### config.mk
export PLATFORM = sky130hd
export DESIGN_NAME = char_lcd_nibble_bus_master_core
export DESIGN_NICKNAME = d
export VERILOG_FILES = /design/src/design/clcd_pkg.sv /design/src/design/clcd_front.sv /design/src/design/clcd_queue.sv /design/src/design/clcd_back.sv /design/src/design/char_lcd_nibble_bus_master_core.sv
export SDC_FILE = /design/constraint.sdc
export NUM_CORES = 1
export LEC_CHECK = 0
export BUFFER_PORTS_ARGS = -buffer_cell sky130_fd_sc_hd__buf_2
export CELL_PAD_IN_SITES_DETAIL_PLACEMENT = 1
export CELL_PAD_IN_SITES_GLOBAL_PLACEMENT = 1
export CORE_UTILIZATION = 52
export DETAILED_ROUTE_END_ITERATION = 16
export HOLD_SLACK_MARGIN = 0.05
export PLACE_DENSITY = 0.9
export SYNTH_ARGS = -nofsm -noshare
export SYNTH_HDL_FRONTEND = slang
export SYNTH_HIERARCHICAL = 1
export SYNTH_SLANG_ARGS = --single-unit
### constraint.sdc
create_clock -name i_clk -period 10.3 [get_ports i_clk]
set_input_delay 1.545 -clock i_clk [delete_from_list [all_inputs] [get_ports i_clk]]
set_output_delay 1.545 -clock i_clk [all_outputs]
set_load 0.01 [all_outputs]
### src/design/clcd_pkg.sv
// Shared types and constants for the character display nibble bus master.
package clcd_pkg;

    // Configuration port
    localparam int CFG_INDEX_W = 3;
    localparam int CFG_DATA_W  = 20;
    localparam int WORD_W      = 8;

    localparam logic [CFG_INDEX_W-1:0] CFG_FUNCTION    = 3'd0;
    localparam logic [CFG_INDEX_W-1:0] CFG_DISPLAY_OFF = 3'd1;
    localparam logic [CFG_INDEX_W-1:0] CFG_CLEAR       = 3'd2;
    localparam logic [CFG_INDEX_W-1:0] CFG_ENTRY       = 3'd3;
    localparam logic [CFG_INDEX_W-1:0] CFG_DISPLAY_ON  = 3'd4;

    localparam logic [WORD_W-1:0] RST_FUNCTION    = 8'h28;
    localparam logic [WORD_W-1:0] RST_DISPLAY_OFF = 8'h08;
    localparam logic [WORD_W-1:0] RST_CLEAR       = 8'h01;
    localparam logic [WORD_W-1:0] RST_ENTRY       = 8'h06;
    localparam logic [WORD_W-1:0] RST_DISPLAY_ON  = 8'h0C;

    localparam int INIT_COMMANDS = 5;
    localparam int STEP_W        = 3;
    localparam int BUSY_BIT      = 7;

    // Request modes
    localparam logic [1:0] MODE_CMD    = 2'd0;
    localparam logic [1:0] MODE_DATA   = 2'd1;
    localparam logic [1:0] MODE_STATUS = 2'd2;
    localparam logic [1:0] MODE_INIT   = 2'd3;

    // Result kinds
    localparam logic [1:0] KIND_WRITE    = 2'd0;
    localparam logic [1:0] KIND_READ     = 2'd1;
    localparam logic [1:0] KIND_FINISHED = 2'd2;
    localparam logic [1:0] KIND_REFUSED  = 2'd3;

    // Pause codes
    localparam logic [1:0] PAUSE_NONE     = 2'd0;
    localparam logic [1:0] PAUSE_POWER_UP = 2'd1;
    localparam logic [1:0] PAUSE_WAKE     = 2'd2;
    localparam logic [1:0] PAUSE_MODE     = 2'd3;

    localparam logic [3:0] WAKE_NIBBLE = 4'h3;
    localparam logic [3:0] MODE_NIBBLE = 4'h2;

    // Job codes passed from front to back
    localparam logic [2:0] OP_REFUSED  = 3'd0;
    localparam logic [2:0] OP_FINISHED = 3'd1;
    localparam logic [2:0] OP_READS    = 3'd2;
    localparam logic [2:0] OP_BYTE     = 3'd3;
    localparam logic [2:0] OP_INIT     = 3'd4;

    // Strobe slots of the longest sequence; shorter jobs start part way in
    localparam logic [2:0] SLOT_POWER_WAKE = 3'd0;
    localparam logic [2:0] SLOT_WAKE_A     = 3'd1;
    localparam logic [2:0] SLOT_WAKE_B     = 3'd2;
    localparam logic [2:0] SLOT_MODE_NIB   = 3'd3;
    localparam logic [2:0] SLOT_HIGH       = 3'd4;
    localparam logic [2:0] SLOT_LOW        = 3'd5;
    localparam logic [2:0] SLOT_READ_A     = 3'd6;
    localparam logic [2:0] SLOT_READ_B     = 3'd7;

    localparam int OUT_DATA_W = 16;

    typedef struct packed {
        logic [2:0]        op;
        logic              rs;
        logic [WORD_W-1:0] byte_val;
    } t_job;

endpackage

### src/design/clcd_front.sv
// Front part: holds init words, tracks busy polling and turns requests into jobs.
module clcd_front (
    input  logic                             i_clk,
    input  logic                             i_rst_n,
    input  logic                             i_cfg_we,
    input  logic [clcd_pkg::CFG_INDEX_W-1:0] i_cfg_index,
    input  logic [clcd_pkg::WORD_W-1:0]      i_cfg_data,
    input  logic                             i_valid,
    output logic                             o_ready,
    input  logic [1:0]                       i_mode,
    input  logic [clcd_pkg::WORD_W-1:0]      i_byte,
    input  logic                             i_q_ready,
    output logic                             o_push,
    output clcd_pkg::t_job                   o_job
);
    import clcd_pkg::*;

    localparam logic PH_IDLE = 1'b0;
    localparam logic PH_WAIT = 1'b1;

    logic [WORD_W-1:0] r_word [INIT_COMMANDS];
    logic              r_phase, n_phase;
    logic              r_in_init, n_in_init;
    logic [STEP_W-1:0] r_step, n_step;
    logic [STEP_W-1:0] step_inc;
    logic [WORD_W-1:0] next_word;
    logic              accept;

    assign o_ready  = i_q_ready;
    assign accept   = i_valid && i_q_ready;
    assign step_inc = r_step + STEP_W'(1);

    always_comb begin
        unique case (step_inc)
            3'd1:    next_word = r_word[1];
            3'd2:    next_word = r_word[2];
            3'd3:    next_word = r_word[3];
            default: next_word = r_word[4];
        endcase
    end

    always_ff @(posedge i_clk) begin
        if (!i_rst_n) begin
            r_word[0] <= RST_FUNCTION;
            r_word[1] <= RST_DISPLAY_OFF;
            r_word[2] <= RST_CLEAR;
            r_word[3] <= RST_ENTRY;
            r_word[4] <= RST_DISPLAY_ON;
        end else if (i_cfg_we) begin
            unique case (i_cfg_index)
                CFG_FUNCTION:    r_word[0] <= i_cfg_data;
                CFG_DISPLAY_OFF: r_word[1] <= i_cfg_data;
                CFG_CLEAR:       r_word[2] <= i_cfg_data;
                CFG_ENTRY:       r_word[3] <= i_cfg_data;
                CFG_DISPLAY_ON:  r_word[4] <= i_cfg_data;
                default: ;  // pause lengths belong to the downstream timer
            endcase
        end
    end

    always_comb begin
        n_phase   = r_phase;
        n_in_init = r_in_init;
        n_step    = r_step;
        o_push    = 1'b0;
        o_job     = '{op: OP_READS, rs: 1'b0, byte_val: '0};
        if (accept) begin
            priority if (i_mode == MODE_STATUS) begin
                if (r_phase == PH_WAIT) begin
                    priority if (i_byte[BUSY_BIT]) begin
                        o_push = 1'b1;
                    end else if (r_in_init) begin
                        if (step_inc < STEP_W'(INIT_COMMANDS)) begin
                            n_step = step_inc;
                            o_push = 1'b1;
                            o_job  = '{op: OP_BYTE, rs: 1'b0, byte_val: next_word};
                        end else begin
                            n_in_init = 1'b0;
                            n_step    = '0;
                            n_phase   = PH_IDLE;
                            o_push    = 1'b1;
                            o_job.op  = OP_FINISHED;
                        end
                    end else begin
                        n_phase = PH_IDLE;
                    end
                end
            end else if (r_phase == PH_WAIT) begin
                o_push   = 1'b1;
                o_job.op = OP_REFUSED;
            end else if (i_mode == MODE_INIT) begin
                n_in_init = 1'b1;
                n_step    = '0;
                n_phase   = PH_WAIT;
                o_push    = 1'b1;
                o_job     = '{op: OP_INIT, rs: 1'b0, byte_val: r_word[0]};
            end else begin
                n_in_init = 1'b0;
                n_step    = '0;
                n_phase   = PH_WAIT;
                o_push    = 1'b1;
                o_job     = '{op: OP_BYTE, rs: (i_mode == MODE_DATA), byte_val: i_byte};
            end
        end
    end

    always_ff @(posedge i_clk) begin
        if (!i_rst_n) begin
            r_phase   <= PH_IDLE;
            r_in_init <= 1'b0;
            r_step    <= '0;
        end else begin
            r_phase   <= n_phase;
            r_in_init <= n_in_init;
            r_step    <= n_step;
        end
    end

    a_refuse_only_busy: assert property (@(posedge i_clk) disable iff (!i_rst_n)
        (o_push && o_job.op == OP_REFUSED) |-> r_phase == PH_WAIT)
        else $error("refused job while not polling");
    a_init_polls: assert property (@(posedge i_clk) disable iff (!i_rst_n)
        r_in_init |-> r_phase == PH_WAIT)
        else $error("init sequence active without busy poll");
    a_step_range: assert property (@(posedge i_clk) disable iff (!i_rst_n)
        r_step < STEP_W'(INIT_COMMANDS))
        else $error("init step out of range");

endmodule

### src/design/clcd_queue.sv
// Short show-ahead job queue between front and back.
module clcd_queue #(
    parameter int DEPTH = 4
) (
    input  logic           i_clk,
    input  logic           i_rst_n,
    input  logic           i_push,
    input  clcd_pkg::t_job i_job,
    output logic           o_not_full,
    input  logic           i_pop,
    output logic           o_valid,
    output clcd_pkg::t_job o_job
);
    import clcd_pkg::*;

    localparam int PTR_W = (DEPTH > 1) ? $clog2(DEPTH) : 1;
    localparam int CNT_W = $clog2(DEPTH + 1);

    t_job             r_mem [DEPTH];
    logic [PTR_W-1:0] r_wr_ptr, r_rd_ptr;
    logic [CNT_W-1:0] r_count;

    assign o_not_full = (r_count != CNT_W'(DEPTH));
    assign o_valid    = (r_count != '0);
    assign o_job      = r_mem[r_rd_ptr];

    always_ff @(posedge i_clk) begin
        if (i_push) begin
            r_mem[r_wr_ptr] <= i_job;
        end
    end

    always_ff @(posedge i_clk) begin
        if (!i_rst_n) begin
            r_wr_ptr <= '0;
            r_rd_ptr <= '0;
            r_count  <= '0;
        end else begin
            if (i_push) begin
                r_wr_ptr <= (r_wr_ptr == PTR_W'(DEPTH - 1)) ? '0 : r_wr_ptr + PTR_W'(1);
            end
            if (i_pop) begin
                r_rd_ptr <= (r_rd_ptr == PTR_W'(DEPTH - 1)) ? '0 : r_rd_ptr + PTR_W'(1);
            end
            r_count <= r_count + CNT_W'(i_push) - CNT_W'(i_pop);
        end
    end

    a_no_overflow: assert property (@(posedge i_clk) disable iff (!i_rst_n)
        i_push |-> o_not_full)
        else $error("push into full queue");
    a_no_underflow: assert property (@(posedge i_clk) disable iff (!i_rst_n)
        i_pop |-> o_valid)
        else $error("pop from empty queue");
    a_count_range: assert property (@(posedge i_clk) disable iff (!i_rst_n)
        r_count <= CNT_W'(DEPTH))
        else $error("queue count out of range");

endmodule

### src/design/clcd_back.sv
// Back part: expands each job into bus strobes and reports, one result per cycle unless stalled.
module clcd_back (
    input  logic                               i_clk,
    input  logic                               i_rst_n,
    input  logic                               i_q_valid,
    input  clcd_pkg::t_job                     i_job,
    output logic                               o_pop,
    output logic                               o_m_axis_tvalid,
    input  logic                               i_m_axis_tready,
    output logic [clcd_pkg::OUT_DATA_W-1:0]    o_m_axis_tdata,
    output logic                               o_m_axis_tlast
);
    import clcd_pkg::*;

    logic        r_active;
    logic [2:0]  r_slot;
    logic [2:0]  start_slot, cur_slot;
    logic        load;
    logic [1:0]  n_kind, n_pause;
    logic        n_rs, n_last;
    logic [3:0]  n_nibble;
    logic        r_out_valid;
    logic [OUT_DATA_W-1:0] r_out_data;
    logic        r_out_last;

    always_comb begin
        unique case (i_job.op)
            OP_INIT: start_slot = SLOT_POWER_WAKE;
            OP_BYTE: start_slot = SLOT_HIGH;
            default: start_slot = SLOT_READ_A;
        endcase
    end

    assign cur_slot = r_active ? r_slot : start_slot;
    assign load     = i_q_valid && (!r_out_valid || i_m_axis_tready);
    assign o_pop    = load && n_last;

    always_comb begin
        n_kind   = KIND_WRITE;
        n_rs     = 1'b0;
        n_nibble = '0;
        n_pause  = PAUSE_NONE;
        n_last   = 1'b0;
        priority if (i_job.op == OP_REFUSED) begin
            n_kind = KIND_REFUSED;
            n_last = 1'b1;
        end else if (i_job.op == OP_FINISHED) begin
            n_kind = KIND_FINISHED;
            n_last = 1'b1;
        end else begin
            unique case (cur_slot)
                SLOT_POWER_WAKE: begin
                    n_nibble = WAKE_NIBBLE;
                    n_pause  = PAUSE_POWER_UP;
                end
                SLOT_WAKE_A, SLOT_WAKE_B: begin
                    n_nibble = WAKE_NIBBLE;
                    n_pause  = PAUSE_WAKE;
                end
                SLOT_MODE_NIB: begin
                    n_nibble = MODE_NIBBLE;
                    n_pause  = PAUSE_WAKE;
                end
                SLOT_HIGH: begin
                    n_rs     = i_job.rs;
                    n_nibble = i_job.byte_val[7:4];
                    // the first init command waits out the mode gap
                    n_pause  = (i_job.op == OP_INIT) ? PAUSE_MODE : PAUSE_NONE;
                end
                SLOT_LOW: begin
                    n_rs     = i_job.rs;
                    n_nibble = i_job.byte_val[3:0];
                end
                SLOT_READ_A: begin
                    n_kind = KIND_READ;
                end
                default: begin
                    n_kind = KIND_READ;
                    n_last = 1'b1;
                end
            endcase
        end
    end

    always_ff @(posedge i_clk) begin
        if (!i_rst_n) begin
            r_active    <= 1'b0;
            r_slot      <= '0;
            r_out_valid <= 1'b0;
        end else begin
            if (load) begin
                r_active    <= !n_last;
                r_slot      <= cur_slot + 3'd1;
                r_out_valid <= 1'b1;
            end else if (i_m_axis_tready) begin
                r_out_valid <= 1'b0;
            end
        end
    end

    always_ff @(posedge i_clk) begin
        if (load) begin
            r_out_data <= {(OUT_DATA_W - 9)'(0), n_pause, n_nibble, n_rs, n_kind};
            r_out_last <= n_last;
        end
    end

    assign o_m_axis_tvalid = r_out_valid;
    assign o_m_axis_tdata  = r_out_data;
    assign o_m_axis_tlast  = r_out_last;

    a_pop_on_last: assert property (@(posedge i_clk) disable iff (!i_rst_n)
        o_pop |=> (o_m_axis_tvalid && o_m_axis_tlast))
        else $error("job retired without a last result");
    a_active_has_job: assert property (@(posedge i_clk) disable iff (!i_rst_n)
        r_active |-> i_q_valid)
        else $error("sequence running with empty queue");
    a_active_multi: assert property (@(posedge i_clk) disable iff (!i_rst_n)
        r_active |-> (i_job.op == OP_INIT || i_job.op == OP_BYTE || i_job.op == OP_READS))
        else $error("single-result job left running");

endmodule

### src/design/char_lcd_nibble_bus_master_core.sv
// Top level of the character display 4-bit bus master.
//
// Requests come in on the slave stream: tuser carries the mode (command write,
// data write, status returned, start init), tdata the byte. Results leave on
// the master stream, one bus strobe or status report per transfer, with tlast
// on the final result that a request causes. The pause code in each result
// tells the downstream timer how long to wait before the strobe; the pause
// lengths at configuration indexes 5 to 7 are for that timer and are not held
// here. Indexes 0 to 4 set the five init command bytes.
//
// A request is classified in the cycle it is taken and its job lands in a
// four-entry queue, from which the back end registers its results in the
// single output register, one result per cycle while the receiver takes them;
// a write yields four results and an init request eight. Requests keep
// coming in while the queue has room, also when the receiver stalls; tready
// drops only when the queue is full. Reset empties the queue and output and
// restores the default init bytes; no clearing pass is needed.
module char_lcd_nibble_bus_master_core #(
    parameter int QUEUE_DEPTH = 4
) (
    input  logic                                i_clk,
    input  logic                                i_rst_n,
    input  logic                                i_cfg_we,
    input  logic [clcd_pkg::CFG_INDEX_W-1:0]    i_cfg_index,
    input  logic [clcd_pkg::CFG_DATA_W-1:0]     i_cfg_data,
    input  logic                                i_s_axis_tvalid,
    output logic                                o_s_axis_tready,
    input  logic [7:0]                          i_s_axis_tdata,  // [7:0] byte_value
    input  logic [1:0]                          i_s_axis_tuser,  // [1:0] mode
    output logic                                o_m_axis_tvalid,
    input  logic                                i_m_axis_tready,
    // [1:0] kind, [2] reg_select, [6:3] nibble, [8:7] pause_before, rest zero
    output logic [clcd_pkg::OUT_DATA_W-1:0]     o_m_axis_tdata,
    output logic                                o_m_axis_tlast
);
    import clcd_pkg::*;

    logic q_not_full, q_valid, push, pop;
    t_job push_job, head_job;

    clcd_front u_front (
        .i_clk       (i_clk),
        .i_rst_n     (i_rst_n),
        .i_cfg_we    (i_cfg_we),
        .i_cfg_index (i_cfg_index),
        .i_cfg_data  (i_cfg_data[WORD_W-1:0]),
        .i_valid     (i_s_axis_tvalid),
        .o_ready     (o_s_axis_tready),
        .i_mode      (i_s_axis_tuser),
        .i_byte      (i_s_axis_tdata),
        .i_q_ready   (q_not_full),
        .o_push      (push),
        .o_job       (push_job)
    );

    clcd_queue #(
        .DEPTH (QUEUE_DEPTH)
    ) u_queue (
        .i_clk      (i_clk),
        .i_rst_n    (i_rst_n),
        .i_push     (push),
        .i_job      (push_job),
        .o_not_full (q_not_full),
        .i_pop      (pop),
        .o_valid    (q_valid),
        .o_job      (head_job)
    );

    clcd_back u_back (
        .i_clk           (i_clk),
        .i_rst_n         (i_rst_n),
        .i_q_valid       (q_valid),
        .i_job           (head_job),
        .o_pop           (pop),
        .o_m_axis_tvalid (o_m_axis_tvalid),
        .i_m_axis_tready (i_m_axis_tready),
        .o_m_axis_tdata  (o_m_axis_tdata),
        .o_m_axis_tlast  (o_m_axis_tlast)
    );

endmodule
==> impl_metrics.json <==
{
  "synthAdderAreaFrac": 0.0443,
  "ctsResizeCount": 0,
  "ff2ff_setup_slack_ps": 5510,
  "hold_viol": 0,
  "outcome": "complete, no violations",
  "finClkSkew_ps": 9.08,
  "synthFlopType": "edfxtp_1",
  "ctsHoldBuffers": 0,
  "arrival_ps": 5200,
  "grt_antenna_before_repair": 0,
  "cts_buffer_depth": 2,
  "wl_per_cell_um": 19.9,
  "synthesis.area_sq_mm": 0.00525,
  "final_cell_mix": "edfxtp_1, buf_2, nand2_1, o21ai_0, dfxtp_1",
  "fin_total_pwr_mw": 1.51,
  "setup_viol": 0,
  "setup.worst_path.end_class": "flip-flop",
  "holdPathEnd": "u_back/r_slot[0]",
  "vdd_drop_max_uv": 128,
  "die_x_um": 102,
  "ys_warn_count": 6,
  "fin_tns_setup_ps": 0,
  "hp-class": "reg2reg",
  "drive_above_1_share": 0.232,
  "r2r-end": "u_queue/r_count[2]",
  "hp-start": "u_back/r_slot[0]",
  "synth_xor_area_frac": 0.00762,
  "cts_buffers": 17,
  "clk_latency_ps": 530,
  "grt_max_degree": 18,
  "nets": 470,
  "cts_tree": "done",
  "whs_path_depth": 1,
  "fin_util": 0.623,
  "worstRegToRegCells": 16,
  "synth_area_leader_cell": "edfxtp_1",
  "worst_slew_pin_slew_ps": 1260,
  "start_kind": "flip-flop",
  "fin_area_sq_mm": 0.00609,
  "rows": 36,
  "drtIter0Drc": 174,
  "first_pass_iters": 4,
  "io_pins": 57,
  "place_ws_ps": 5470,
  "track_usage": 0.235,
  "root_buffer": "clkbuf_8",
  "layout_commonest_cell": "edfxtp_1",
  "fin_crit_ps": 4790,
  "grt_pass1_wl_um": 17500,
  "synth_top_family_by_area": "simple AND/OR/NAND/NOR gates",
  "antenna_left": 0,
  "synthTopCellsByArea": "edfxtp_1, dfxtp_1, mux4_2",
  "finalNonFillerCells": 560,
  "vias": 3190,
  "required_ps": 10710,
  "synth_top_area_frac": 0.560,
  "finalWirelength_um": 11200,
  "post-cts-setup-buffers": 0,
  "synth-seq-cells": 117,
  "areaGrowthSynthToFinish_pct": 16.0,
  "synth_cells": 370,
  "max_freq_ghz": 0.209,
  "ctsHtreeMaxLevel": 4,
  "viasPerCell": 5.70,
  "max_slew_margin": 0.151,
  "die_area_sq_mm": 0.0105,
  "syn_area_per_cell_sq_um": 14.2,
  "dp.cells": 528,
  "cts.sinks": 117,
  "leakagePower_nw": 2.26,
  "clkTransAtPathRegs_ps": 60,
  "initial_core_util": 0.537,
  "grt_overflow": 0,
  "synth.mux.area_fraction": 0.0834,
  "synth_compound_area_frac": 0.0879,
  "diodes": 0,
  "routabilityCongestion": 0.799,
  "p_per_area_mw_per_mm2": 248,
  "slew_viol_final": 0,
  "fp.dieH_um": 102,
  "dpl-instance-area_sq_mm": 0.00552,
  "synthDistinctLibCells": 62,
  "grt_pass1_vias": 3479,
  "dp_hpwl_um": 7720,
  "fin_hold_ws_ps": 495,
  "rsz0062_at_grt": "no",
  "fin_crit_sh": 0.465,
  "yosys.area_share.simple": 0.109,
  "synth_edf_count": 98,
  "synthArstFlopShare": 0,
  "io_buffers": 37,
  "fin_ws_ps": 5510,
  "fp.coreArea_sq_mm": 0.00977,
  "fill_cells": 946,
  "max-cap-violations": 0,
  "crit_path_max_fanout": 12,
  "yosysSeqAreaShare": 0.633,
  "drc": 0,
  "critPathKind": "reg2reg"
}
routing by layer:
| metal | track usage | vias to the layer above | wire [um] |
|---|---|---|---|
| met5 | 0 | - | 0 |
| met4 | 0.116 | 0 | 221 |
| met2 | 0.427 | 95 | 6080 |
| met1 | 0.245 | 1596 | 4370 |
| met3 | 0.0712 | 19 | 487 |
| li1 | - | 1480 | - |
worst max path at each step:
stage,depth (start not counted),start,endpoint
after floorplan,17,flip-flop,u_queue/r_count[2]
after global placement,16,flip-flop,u_queue/r_count[2]
after detailed placement,16,flip-flop,u_queue/r_count[2]
after CTS,16,flip-flop,u_queue/r_count[2]
after global routing,15,flip-flop,u_queue/r_count[2]
final,16,flip-flop,u_queue/r_count[2]
synth_stat cells, drive strengths merged (2+ instances only):
master and n:
mux2 8, nand2 26, ha 17, o31ai 3, edfxtp 98, and2 16, mux2i 7, or3 4
o21ai 22, a22oi 5, a21boi 3, dfxtp 19, or3b 2, nand3 2, o21a 2, a222oi 5
a211oi 2, nor2b 4, a31oi 4, nor2 17, inv 15, nor3 6, mux4 12, a21oi 12
clkbuf 6, nand2b 13, o211a 2, buf 14
worst max-delay path, cell delays in order (launching register included):
cell and delay, ps:
dfxtp_1 800, mux4_1 810, nor2_1 240, a221oi_1 120, a21o_1 220, ha_1 210
ha_1 220, or3_1 350, o22a_2 230, nor2b_1 300, ha_1 300, inv_1 60
ha_1 130, inv_1 60, fa_1 400, xnor3_1 210, nor2_1 40
sequential cells by signal, indices dropped and copies added, names as in the netlist, named ones only:
signal                  count
u_queue/r_count             3
u_queue/r_wr_ptr            2
u_front/r_phase             1
u_front/r_step              3
u_back/o_m_axis_tdata       9
u_front/r_word             40
u_back/o_m_axis_tvalid      1
u_back/r_active             1
u_queue/r_rd_ptr            2
u_back/o_m_axis_tlast       1
u_front/r_in_init           1
u_queue/r_mem              48
u_back/r_slot               3
layout make-up:
class	instances	area [sq um]	share of cell area
Sequential cell	117	3320	0.546
Multi-Input combinational cell	224	1770	0.291
Clock buffer	17	414	0.0680
Timing Repair Buffer	39	200	0.0329
Tap cell	133	166	0.0273
Clock inverter	15	156	0.0257
Inverter	15	56.3	0.00925
power by group:
part | leakage [nW] | switching [mW] | total (mW) | internal [mW]
clock network | 0.279 | 0.236 | 0.566 | 0.330
registers | 1.09 | 0.0349 | 0.632 | 0.597
logic | 0.882 | 0.178 | 0.311 | 0.132
total | 2.26 | 0.449 | 1.51 | 1.06
logic make-up (layout without fill, tap and decap cells):
logic type                 after synthesis  count (layout)
AOI/OAI and AO/OA                       69              69
xor gates and xnor gates                 3               3
adders and majority gates               18              18
buffers and inverters                   35              86
DFF                                    117             117
muxes                                   27              27
other                                    1               7
and+or+nand+nor                        100             100
(Power assumes the default switching activity.)
